File: src/rtl/core/trwp_pkg.sv
package trwp_pkg;

  localparam int ROW_W           = 12;
  localparam int ROW_MAX         = (1 << ROW_W) - 1;
  localparam int CNT_W           = 7;
  localparam int WKR_W           = 6;
  localparam int WGT_W           = ROW_W + 1;
  localparam int TOT_W           = 24;
  localparam int DEF_MAX_ROW     = 4095;
  localparam int DEF_MAX_WORKERS = 64;
  localparam int IN_TDATA_W      = 24;
  localparam int OUT_TDATA_W     = 32;

  typedef struct packed {
    logic accept;
    logic init;
    logic div_start;
    logic step;
    logic flush;
    logic ld;
    logic next;
  } trwp_cmd_t;

  typedef struct packed {
    logic div_done;
    logic at_end;
    logic opens;
    logic is_last;
  } trwp_sts_t;

endpackage

File: src/rtl/core/trwp_ram.sv
module trwp_ram #(
  parameter int WIDTH = 24,
  parameter int DEPTH = 64,
  localparam int AW = (DEPTH > 1) ? $clog2(DEPTH) : 1
) (
  input  logic             clk,
  input  logic             we,
  input  logic [AW-1:0]    waddr,
  input  logic [WIDTH-1:0] wdata,
  input  logic [AW-1:0]    raddr,
  output logic [WIDTH-1:0] rdata
);

  logic [WIDTH-1:0] mem [DEPTH];
  logic [WIDTH-1:0] rdata_r;

  always_ff @(posedge clk) begin
    if (we) begin
      mem[waddr] <= wdata;
    end
    rdata_r <= mem[raddr];
  end

  assign rdata = rdata_r;

endmodule

File: src/rtl/core/trwp_div.sv
module trwp_div #(
  parameter int NUM_W = 24,
  parameter int DEN_W = 7
) (
  input  logic             clk,
  input  logic             rst_n,
  input  logic             start,
  input  logic [NUM_W-1:0] num,
  input  logic [DEN_W-1:0] den,
  output logic             done,
  output logic [NUM_W-1:0] quo
);

  localparam int CW = $clog2(NUM_W + 1);

  logic          busy_r, busy_nxt;
  logic          done_r, done_nxt;
  logic [CW-1:0] cnt_r, cnt_nxt;
  logic [DEN_W-1:0] rem_r, rem_nxt;
  logic [DEN_W-1:0] den_r, den_nxt;
  logic [NUM_W-1:0] quo_r, quo_nxt;
  logic [DEN_W:0]   trial;
  logic             fits;

  // one quotient bit per cycle, msb first
  always_comb begin
    trial    = {rem_r, quo_r[NUM_W-1]};
    fits     = (trial >= {1'b0, den_r});
    busy_nxt = busy_r;
    done_nxt = 1'b0;
    cnt_nxt  = cnt_r;
    rem_nxt  = rem_r;
    den_nxt  = den_r;
    quo_nxt  = quo_r;
    if (start) begin
      busy_nxt = 1'b1;
      cnt_nxt  = CW'(NUM_W);
      rem_nxt  = '0;
      den_nxt  = den;
      quo_nxt  = num;
    end else if (busy_r) begin
      rem_nxt = fits ? DEN_W'(trial - {1'b0, den_r}) : trial[DEN_W-1:0];
      quo_nxt = {quo_r[NUM_W-2:0], fits};
      cnt_nxt = cnt_r - CW'(1);
      if (cnt_r == CW'(1)) begin
        busy_nxt = 1'b0;
        done_nxt = 1'b1;
      end
    end
  end

  always_ff @(posedge clk) begin
    if (!rst_n) begin
      busy_r <= 1'b0;
      done_r <= 1'b0;
    end else begin
      busy_r <= busy_nxt;
      done_r <= done_nxt;
    end
  end

  always_ff @(posedge clk) begin
    cnt_r <= cnt_nxt;
    rem_r <= rem_nxt;
    den_r <= den_nxt;
    quo_r <= quo_nxt;
  end

  assign done = done_r;
  assign quo  = quo_r;

endmodule

File: src/rtl/core/trwp_dp.sv
module trwp_dp #(
  parameter int MAX_ROW     = trwp_pkg::DEF_MAX_ROW,
  parameter int MAX_WORKERS = trwp_pkg::DEF_MAX_WORKERS
) (
  input  logic                       clk,
  input  logic                       rst_n,
  input  trwp_pkg::trwp_cmd_t        cmd,
  output trwp_pkg::trwp_sts_t        sts,
  input  logic                       in_op,
  input  logic [trwp_pkg::ROW_W-1:0] in_row_limit,
  input  logic [trwp_pkg::CNT_W-1:0] in_worker_count,
  output logic [trwp_pkg::WKR_W-1:0] out_worker_index,
  output logic [trwp_pkg::ROW_W-1:0] out_first_row,
  output logic [trwp_pkg::ROW_W-1:0] out_final_row,
  output logic                       out_active,
  output logic                       out_last
);

  import trwp_pkg::*;

  localparam int AW = (MAX_WORKERS > 1) ? $clog2(MAX_WORKERS) : 1;
  localparam logic [ROW_W-1:0] ROW_CAP = ROW_W'((MAX_ROW > ROW_MAX) ? ROW_MAX : MAX_ROW);
  localparam logic [CNT_W-1:0] WKR_CAP = CNT_W'(MAX_WORKERS);

  logic             shape_r;
  logic [ROW_W-1:0] n_r;
  logic [CNT_W-1:0] t_r;
  logic [TOT_W-1:0] total_r, quota_r, load_r, done_sum_r, num_r;
  logic [CNT_W-1:0] den_r;
  logic [WGT_W-1:0] m_r;
  logic [WKR_W-1:0] cur_r, k_r;
  logic [ROW_W-1:0] lo_r, hi_r;

  logic [ROW_W-1:0] n_sat;
  logic [CNT_W-1:0] t_sat;
  logic [2*WGT_W-1:0] prod;
  logic [TOT_W-1:0] total_c, init_load;
  logic [WGT_W-1:0] w_c;
  logic [TOT_W:0]   sum_c;
  logic             last_wkr, opens, used;
  logic             div_done;
  logic [TOT_W-1:0] div_quo;
  logic [2*ROW_W-1:0] rd_data;

  always_comb begin
    n_sat = (in_row_limit > ROW_CAP) ? ROW_CAP : in_row_limit;
    if (in_worker_count == '0) begin
      t_sat = CNT_W'(1);
    end else if (in_worker_count > WKR_CAP) begin
      t_sat = WKR_CAP;
    end else begin
      t_sat = in_worker_count;
    end
    prod      = ({1'b0, n_r} + WGT_W'(1)) * ({1'b0, n_r} + WGT_W'(2));
    total_c   = prod[TOT_W:1];
    init_load = shape_r ? TOT_W'(1) : TOT_W'({1'b0, n_r} + WGT_W'(1));
    w_c       = shape_r ? (m_r + WGT_W'(1)) : ({1'b0, n_r} - m_r + WGT_W'(1));
    sum_c     = {1'b0, load_r} + (TOT_W + 1)'(w_c);
    last_wkr  = ({1'b0, cur_r} == (t_r - CNT_W'(1)));
    opens     = (sum_c > {1'b0, quota_r}) && !last_wkr;
    used      = (k_r <= cur_r);
  end

  assign sts.div_done = div_done;
  assign sts.at_end   = (m_r > {1'b0, n_r});
  assign sts.opens    = opens;
  assign sts.is_last  = ({1'b0, k_r} == (t_r - CNT_W'(1)));

  trwp_div #(
    .NUM_W (TOT_W),
    .DEN_W (CNT_W)
  ) u_div (
    .clk   (clk),
    .rst_n (rst_n),
    .start (cmd.div_start),
    .num   (num_r),
    .den   (den_r),
    .done  (div_done),
    .quo   (div_quo)
  );

  trwp_ram #(
    .WIDTH (2 * ROW_W),
    .DEPTH (MAX_WORKERS)
  ) u_ram (
    .clk   (clk),
    .we    ((cmd.step && opens) || cmd.flush),
    .waddr (cur_r[AW-1:0]),
    .wdata ({lo_r, hi_r}),
    .raddr (k_r[AW-1:0]),
    .rdata (rd_data)
  );

  always_ff @(posedge clk) begin
    if (cmd.accept) begin
      shape_r <= in_op;
      n_r     <= n_sat;
      t_r     <= t_sat;
    end
    if (cmd.init) begin
      total_r    <= total_c;
      num_r      <= total_c;
      den_r      <= t_r;
      load_r     <= init_load;
      done_sum_r <= init_load;
      m_r        <= WGT_W'(1);
      cur_r      <= '0;
      lo_r       <= '0;
      hi_r       <= '0;
    end
    if (div_done) begin
      quota_r <= (num_r > TOT_W'(t_r)) ? div_quo : TOT_W'(1);
    end
    if (cmd.step) begin
      if (opens) begin
        cur_r  <= cur_r + WKR_W'(1);
        lo_r   <= m_r[ROW_W-1:0];
        load_r <= TOT_W'(w_c);
        num_r  <= total_r - done_sum_r;
        den_r  <= t_r - CNT_W'({1'b0, cur_r} + CNT_W'(1));
      end else begin
        load_r <= sum_c[TOT_W-1:0];
      end
      hi_r       <= m_r[ROW_W-1:0];
      done_sum_r <= done_sum_r + TOT_W'(w_c);
      m_r        <= m_r + WGT_W'(1);
    end
    if (cmd.flush) begin
      k_r <= '0;
    end
    if (cmd.next) begin
      k_r <= k_r + WKR_W'(1);
    end
    if (cmd.ld) begin
      out_worker_index <= k_r;
      out_first_row    <= used ? rd_data[2*ROW_W-1:ROW_W] : ROW_W'(1);
      out_final_row    <= used ? rd_data[ROW_W-1:0] : '0;
      out_active       <= used;
      out_last         <= sts.is_last;
    end
  end

endmodule

File: src/rtl/core/trwp_ctrl.sv
module trwp_ctrl (
  input  logic                clk,
  input  logic                rst_n,
  input  logic                in_tvalid,
  output logic                in_tready,
  output logic                out_tvalid,
  input  logic                out_tready,
  input  trwp_pkg::trwp_sts_t sts,
  output trwp_pkg::trwp_cmd_t cmd
);

  import trwp_pkg::*;

  localparam logic [3:0] S_IDLE   = 4'd0;
  localparam logic [3:0] S_INIT   = 4'd1;
  localparam logic [3:0] S_DSTART = 4'd2;
  localparam logic [3:0] S_DWAIT  = 4'd3;
  localparam logic [3:0] S_WALK   = 4'd4;
  localparam logic [3:0] S_FLUSH  = 4'd5;
  localparam logic [3:0] S_RD     = 4'd6;
  localparam logic [3:0] S_LD     = 4'd7;
  localparam logic [3:0] S_OUT    = 4'd8;

  logic [3:0] state_r, state_nxt;

  always_comb begin
    state_nxt = state_r;
    cmd       = '0;
    case (state_r)
      S_IDLE: begin
        if (in_tvalid) begin
          cmd.accept = 1'b1;
          state_nxt  = S_INIT;
        end
      end
      S_INIT: begin
        cmd.init  = 1'b1;
        state_nxt = S_DSTART;
      end
      S_DSTART: begin
        cmd.div_start = 1'b1;
        state_nxt     = S_DWAIT;
      end
      S_DWAIT: begin
        if (sts.div_done) begin
          state_nxt = S_WALK;
        end
      end
      S_WALK: begin
        if (sts.at_end) begin
          state_nxt = S_FLUSH;
        end else begin
          cmd.step = 1'b1;
          if (sts.opens) begin
            state_nxt = S_DSTART;
          end
        end
      end
      S_FLUSH: begin
        cmd.flush = 1'b1;
        state_nxt = S_RD;
      end
      S_RD: begin
        state_nxt = S_LD;
      end
      S_LD: begin
        cmd.ld    = 1'b1;
        state_nxt = S_OUT;
      end
      S_OUT: begin
        if (out_tready) begin
          if (sts.is_last) begin
            state_nxt = S_IDLE;
          end else begin
            cmd.next  = 1'b1;
            state_nxt = S_RD;
          end
        end
      end
      default: begin
        state_nxt = S_IDLE;
      end
    endcase
  end

  always_ff @(posedge clk) begin
    if (!rst_n) begin
      state_r <= S_IDLE;
    end else begin
      state_r <= state_nxt;
    end
  end

  assign in_tready  = (state_r == S_IDLE);
  assign out_tvalid = (state_r == S_OUT);

endmodule

File: src/rtl/core/triangular_row_work_partitioner.sv
// Splits the rows 0..N of a triangular double loop into contiguous ranges, one per
// worker, for a request of N (row limit), T (worker count) and the loop shape.
// in_*: one request item; in_tready is high only while no request is in work.
// out_*: exactly T result items per request in ascending worker order, tlast on
// the result of worker T-1; workers that get no rows report first 1, final 0,
// tuser (active) 0.
// Flow: the rows are walked one per cycle while no quota is being divided, and every
// opened worker recomputes its quota in the shared restoring divider (24 quotient
// bits, one per cycle). Each result then takes a range memory read, an output
// register load and the handshake. The next request is taken once the last result
// has been accepted.
// A stalled out_tready holds the result register and the whole block.
// Reset (rst_n low, synchronous) returns the controller to idle and drops any
// request in work; the range memory needs no clearing.
module triangular_row_work_partitioner #(
  parameter int MAX_ROW     = trwp_pkg::DEF_MAX_ROW,
  parameter int MAX_WORKERS = trwp_pkg::DEF_MAX_WORKERS
) (
  input  logic                             clk,
  input  logic                             rst_n,
  input  logic                             in_tvalid,
  output logic                             in_tready,
  input  logic [trwp_pkg::IN_TDATA_W-1:0]  in_tdata,   // row_limit, worker_count
  input  logic                             in_tuser,   // op
  output logic                             out_tvalid,
  input  logic                             out_tready,
  output logic [trwp_pkg::OUT_TDATA_W-1:0] out_tdata,  // worker_index, first_row, final_row
  output logic                             out_tuser,  // active
  output logic                             out_tlast
);

  import trwp_pkg::*;

  trwp_cmd_t        cmd;
  trwp_sts_t        sts;
  logic [WKR_W-1:0] worker_index;
  logic [ROW_W-1:0] first_row, final_row;

  trwp_ctrl u_ctrl (
    .clk        (clk),
    .rst_n      (rst_n),
    .in_tvalid  (in_tvalid),
    .in_tready  (in_tready),
    .out_tvalid (out_tvalid),
    .out_tready (out_tready),
    .sts        (sts),
    .cmd        (cmd)
  );

  trwp_dp #(
    .MAX_ROW     (MAX_ROW),
    .MAX_WORKERS (MAX_WORKERS)
  ) u_dp (
    .clk              (clk),
    .rst_n            (rst_n),
    .cmd              (cmd),
    .sts              (sts),
    .in_op            (in_tuser),
    .in_row_limit     (in_tdata[ROW_W-1:0]),
    .in_worker_count  (in_tdata[ROW_W+CNT_W-1:ROW_W]),
    .out_worker_index (worker_index),
    .out_first_row    (first_row),
    .out_final_row    (final_row),
    .out_active       (out_tuser),
    .out_last         (out_tlast)
  );

  assign out_tdata = {(OUT_TDATA_W - WKR_W - 2 * ROW_W)'(0), final_row, first_row,
                      worker_index};

`ifndef SYNTHESIS
  a_no_overlap: assert property (@(posedge clk) disable iff (!rst_n)
    !(in_tready && out_tvalid))
    else $error("request taken while a result is pending");

  a_idle_after_last: assert property (@(posedge clk) disable iff (!rst_n)
    (out_tvalid && out_tready && out_tlast) |=> in_tready)
    else $error("block not idle after final result");

  a_no_early_out: assert property (@(posedge clk) disable iff (!rst_n)
    (in_tvalid && in_tready) |=> !out_tvalid)
    else $error("result shown right after request accept");

  a_out_hold: assert property (@(posedge clk) disable iff (!rst_n)
    (out_tvalid && !out_tready) |=> (out_tvalid && $stable(out_tdata) &&
      $stable(out_tuser) && $stable(out_tlast)))
    else $error("result changed while stalled");
`endif

endmodule
File: config.mk
export PLATFORM = sky130hd
export DESIGN_NAME = triangular_row_work_partitioner
export DESIGN_NICKNAME = d
export VERILOG_FILES = /design/src/rtl/core/trwp_pkg.sv /design/src/rtl/core/trwp_ram.sv /design/src/rtl/core/trwp_div.sv /design/src/rtl/core/trwp_dp.sv /design/src/rtl/core/trwp_ctrl.sv /design/src/rtl/core/triangular_row_work_partitioner.sv
export SDC_FILE = /design/constraint.sdc
export NUM_CORES = 2
export LEC_CHECK = 0
export BUFFER_PORTS_ARGS = -buffer_cell sky130_fd_sc_hd__clkbuf_2
export CORE_ASPECT_RATIO = 1.25
export CORE_MARGIN = 8
export CORE_UTILIZATION = 57
export CTS_BUF_LIST = sky130_fd_sc_hd__clkbuf_16
export DETAILED_ROUTE_END_ITERATION = 16
export PLACE_DENSITY_LB_ADDON = 0.05
export SYNTH_ARGS = -nofsm -noshare
export SYNTH_HDL_FRONTEND = slang
export SYNTH_SLANG_ARGS = --single-unit
File: constraint.sdc
create_clock -name clk -period 8.15 [get_ports clk]
set_input_delay 1.63 -clock clk [delete_from_list [all_inputs] [get_ports clk]]
set_output_delay 1.63 -clock clk [all_outputs]
set_load 0.02 [all_outputs]
==> results.py <==
metrics = {
    "global_route": {
        "overflow": 0,
        "grt_pass1_wl_um": 283000,
        "track_usage": 0.249,
        "grt_pass1_vias": 43500,
        "grt_start_max_net_pins": 155,
        "antenna_found_initial": 1,
    },
    "yosys": {
        "post_synth_num_cell_types": 80,
        "syn_inst": 4532,
        "synth_edf_count": 1746,
        "yosysSeqAreaShare": 0.672,
        "netlist_area_um2": 80700,
        "synthFlopType": "edfxtp_1",
        "async_flop_share": 0,
        "synth_area_per_cell_um2": 17.8,
        "ys_warn_count": 0,
        "synth-seq-cells": 1837,
    },
    "timing": {
        "setup_viol": 0,
        "tightest_slew_ns": 1.33,
        "relSlewSlack": 0.111,
        "rsz0062_at_grt": "false",
        "clock_skew_ns": 0.0260,
        "fmax_mhz": 132,
        "fin_crit_sh": 0.933,
        "min_period_ns": 7.60,
        "slew_violations": 0,
        "timing.final.ws_setup_ns": 0.546,
        "finalHoldViolCount": 0,
        "setup_tns_ns": 0,
    },
    "clock_tree": {
        "clkSlewWorstSetupHoldPaths_ns": 0.06,
        "cts_made_buffers": 172,
        "htreeDepth": 4,
        "hold_buffers": 0,
        "cts_sinks": 1837,
        "cts_buffer_depth": 3,
        "clock_latency_ns": 0.81,
        "cts-root-buf": "clkbuf_16",
        "cts_tree": "built",
    },
    "power": {
        "power.density_nw_per_um2": 300,
        "clkPwrFrac": 0.281,
        "power.leakage_nw": 32.3,
        "netSwitchingFraction": 0.332,
        "p_int_w": 0.0182,
        "seq_power_share": 0.411,
        "power_frac_comb": 0.309,
        "p_sw_w": 0.00906,
        "ir_drop_v": 0.00163,
    },
    "critical_path": {
        "path_delay_family": "adder cells",
        "crit_buf_inv": 5,
        "cp.required_ns": 8.88,
        "critPathArrivalTime_ns": 8.33,
        "path_common_cell": "fa_1",
        "r2r-start": "u_dp.n_r[2]$_SDFFCE_PN1P_",
        "end_kind": "flip-flop",
        "r2r_slack_ns": 0.55,
        "crit_type": "reg -> reg",
        "crit-reg2reg-capture": "u_dp.num_r[23]$_DFF_P_",
        "reg2regPathDepth": 26,
        "crit_fanout": 8,
        "startpoint_type": "flip-flop",
        "crit_path_max_incr_delay_ns": 0.71,
        "worst_path_max_delay_cell": "xnor2_1",
    },
    "route": {
        "vias": 41300,
        "drc": 0,
        "top_layer": "met4",
        "initialDrtViolationCount": 3316,
        "vias_per_cell": 6.08,
        "wl_met3_um": 8540,
        "m1WireLength_um": 72500,
        "wl_per_cell_um": 28.1,
        "drt-pass1-iter-count": 5,
        "ant_nets": 0,
        "drt-total-wl_um": 191000,
        "route.met2.wl_um": 102000,
    },
    "worst_hold_path": {
        "min_path_type": "reg -> reg",
        "holdPathStages": 0,
        "hp-start": "u_dp.den_r[5]$_DFF_P_",
        "hold_end": "u_dp.u_div.den_r[5]$_DFFE_PP_",
    },
    "floorplanning": {
        "pin_count": 65,
        "coreArea_um2": 141000,
        "start_util": 0.574,
        "row_count": 154,
        "die_h_um": 437,
        "die-area_um2": 154000,
        "die_x_um": 353,
    },
    "cells_and_area": {
        "fin_nets": 5133,
        "n_fill_cell": 9909,
        "final_common_cell": "edfxtp_1",
        "antenna_cells": 0,
        "layout_common_cells": "edfxtp_1 (1746), mux4_2 (504), inv_1 (342)",
        "area_growth_pct": 12.6,
        "drive_above_1_share": 0.227,
    },
    "placement": {
        "port_buffers": 57,
        "place_congestion": 0.887,
        "place_ws_ns": 0.404,
        "dp_hpwl_um": 120000,
    },
    "job": {
        "maxCapViolCount": 0,
    },
    "run_status": {
        "status": "completed",
    },
}
[sequential cells by signal, indices dropped and copies added (netlist names), 24 cells and up]
signal            flops
u_dp.u_ram.mem     1536
u_dp.done_sum_r      24
u_dp.load_r          24
u_dp.num_r           24
u_dp.quota_r         24
u_dp.total_r         24
u_dp.u_div.quo       24
u_dp.u_ram.rdata     24
[metal layers]
layer  track usage  vias up
met5             0        -
met4        0.0904        0
met3        0.0355      323
met2         0.450     1159
met1         0.305    21700
li1              -    18000
[Yosys cell counts, drive strengths merged, types with 5 or more instances]
master,n,share of area
edfxtp,1746,0.65
ha,213,0.033
or2,7,0.00054
dfxtp,91,0.023
o21ai,83,0.0053
o21bai,8,0.00074
a211oi,13,0.0012
and4,5,0.00054
nand3,56,0.0035
a31oi,9,0.00070
or3,9,0.00070
o31ai,9,0.00084
nor2b,43,0.0033
nor3,29,0.0018
clkbuf,132,0.0061
nand2b,31,0.0024
nand2,263,0.012
and3,21,0.0016
nand4,25,0.0032
mux2i,37,0.0046
o41ai,8,0.0012
nor2,234,0.011
and2,58,0.0045
nor4,16,0.0012
o211ai,10,0.0011
a21o,30,0.0028
a21oi,97,0.0061
o21a,14,0.0013
mux4,504,0.14
o22ai,14,0.0011
inv,302,0.014
xnor2,129,0.014
a22oi,5,0.00047
fa,125,0.031
buf,61,0.0038
xor2,45,0.0049
[worst max-delay path by stage]
| stage | slack (ns) | start | cells after the start | endpoint |
|---|---|---|---|---|
| 2_1_floorplan | 0.44 | u_dp.n_r[1]$_SDFFCE_PN1P_ | 32 | u_dp.u_ram.mem[47][0]$_DFFE_PP_ |
| 3_3_place_gp | 0.39 | u_dp.n_r[1]$_SDFFCE_PN1P_ | 32 | u_dp.u_ram.mem[15][9]$_DFFE_PP_ |
| 3_5_place_dp | 0.40 | u_dp.n_r[1]$_SDFFCE_PN1P_ | 34 | u_dp.u_ram.mem[53][22]$_DFFE_PP_ |
| 4_1_cts | 0.37 | u_dp.n_r[1]$_SDFFCE_PN1P_ | 34 | u_dp.u_ram.mem[53][19]$_DFFE_PP_ |
| 5_1_grt | 0.01 | u_dp.n_r[1]$_SDFFCE_PN1P_ | 34 | u_dp.u_ram.mem[53][19]$_DFFE_PP_ |
| 6_report | 0.55 | u_dp.n_r[2]$_SDFFCE_PN1P_ | 26 | u_dp.num_r[23]$_DFF_P_ |
[cells by family (layout without fill, tap and decap cells)]
group | Yosys count | in the layout | share of synthesized area
compound gates | 334 | 334 | 0.0269
xor+xnor | 174 | 174 | 0.0189
fa+ha+maj | 339 | 339 | 0.0642
buf+inv | 497 | 879 | 0.0241
flops | 1837 | 1837 | 0.672
mux | 544 | 544 | 0.146
other cells | 1 | 2 | 0.0000465
simple gates | 806 | 806 | 0.0478
[power by group through the flow]
stage	sequential (W)	clock [W]	combinational, W
finish	0.0112	0.00766	0.00842
detailed placement	0.0114	0	0.00853
global placement	0.0114	0	0.00846
global route	0.0112	0.00815	0.00931
floorplan	0.0114	0	0.00531
CTS	0.0112	0.00780	0.00861
[cell type report]
class	count	area, um^2	share of cell area
clock buffer	174	4350	0.0479
clock inverter	149	1030	0.0113
inverter	304	1140	0.0126
multi-input combinational	2199	25000	0.275
sequential	1837	54300	0.597
tap	1872	2340	0.0258
timing repair buffer	252	2730	0.0300
[per-stage QoR]
stage                     power [W]  utilization  area, um^2  std cells  hold slack [ns]
after global routing         0.0287        0.646       90900       6787            0.456
after CTS                    0.0276        0.646       90800       6787            0.442
final                        0.0273        0.646       90900       6787            0.438
after floorplan              0.0167            -       80700       4533            0.408
after detailed placement     0.0199        0.608       85500       6464            0.426
after global placement       0.0199        0.608       85500       6464            0.433
[what timing repair did]
action / in CTS / in global routing
buffers inserted: 0 / 0
setup endpoints to repair: 0 / 1516
endpoints found under the hold margin: 0 / 0
gates resized for setup: 0 / 5
(Power assumes the default switching activity.)
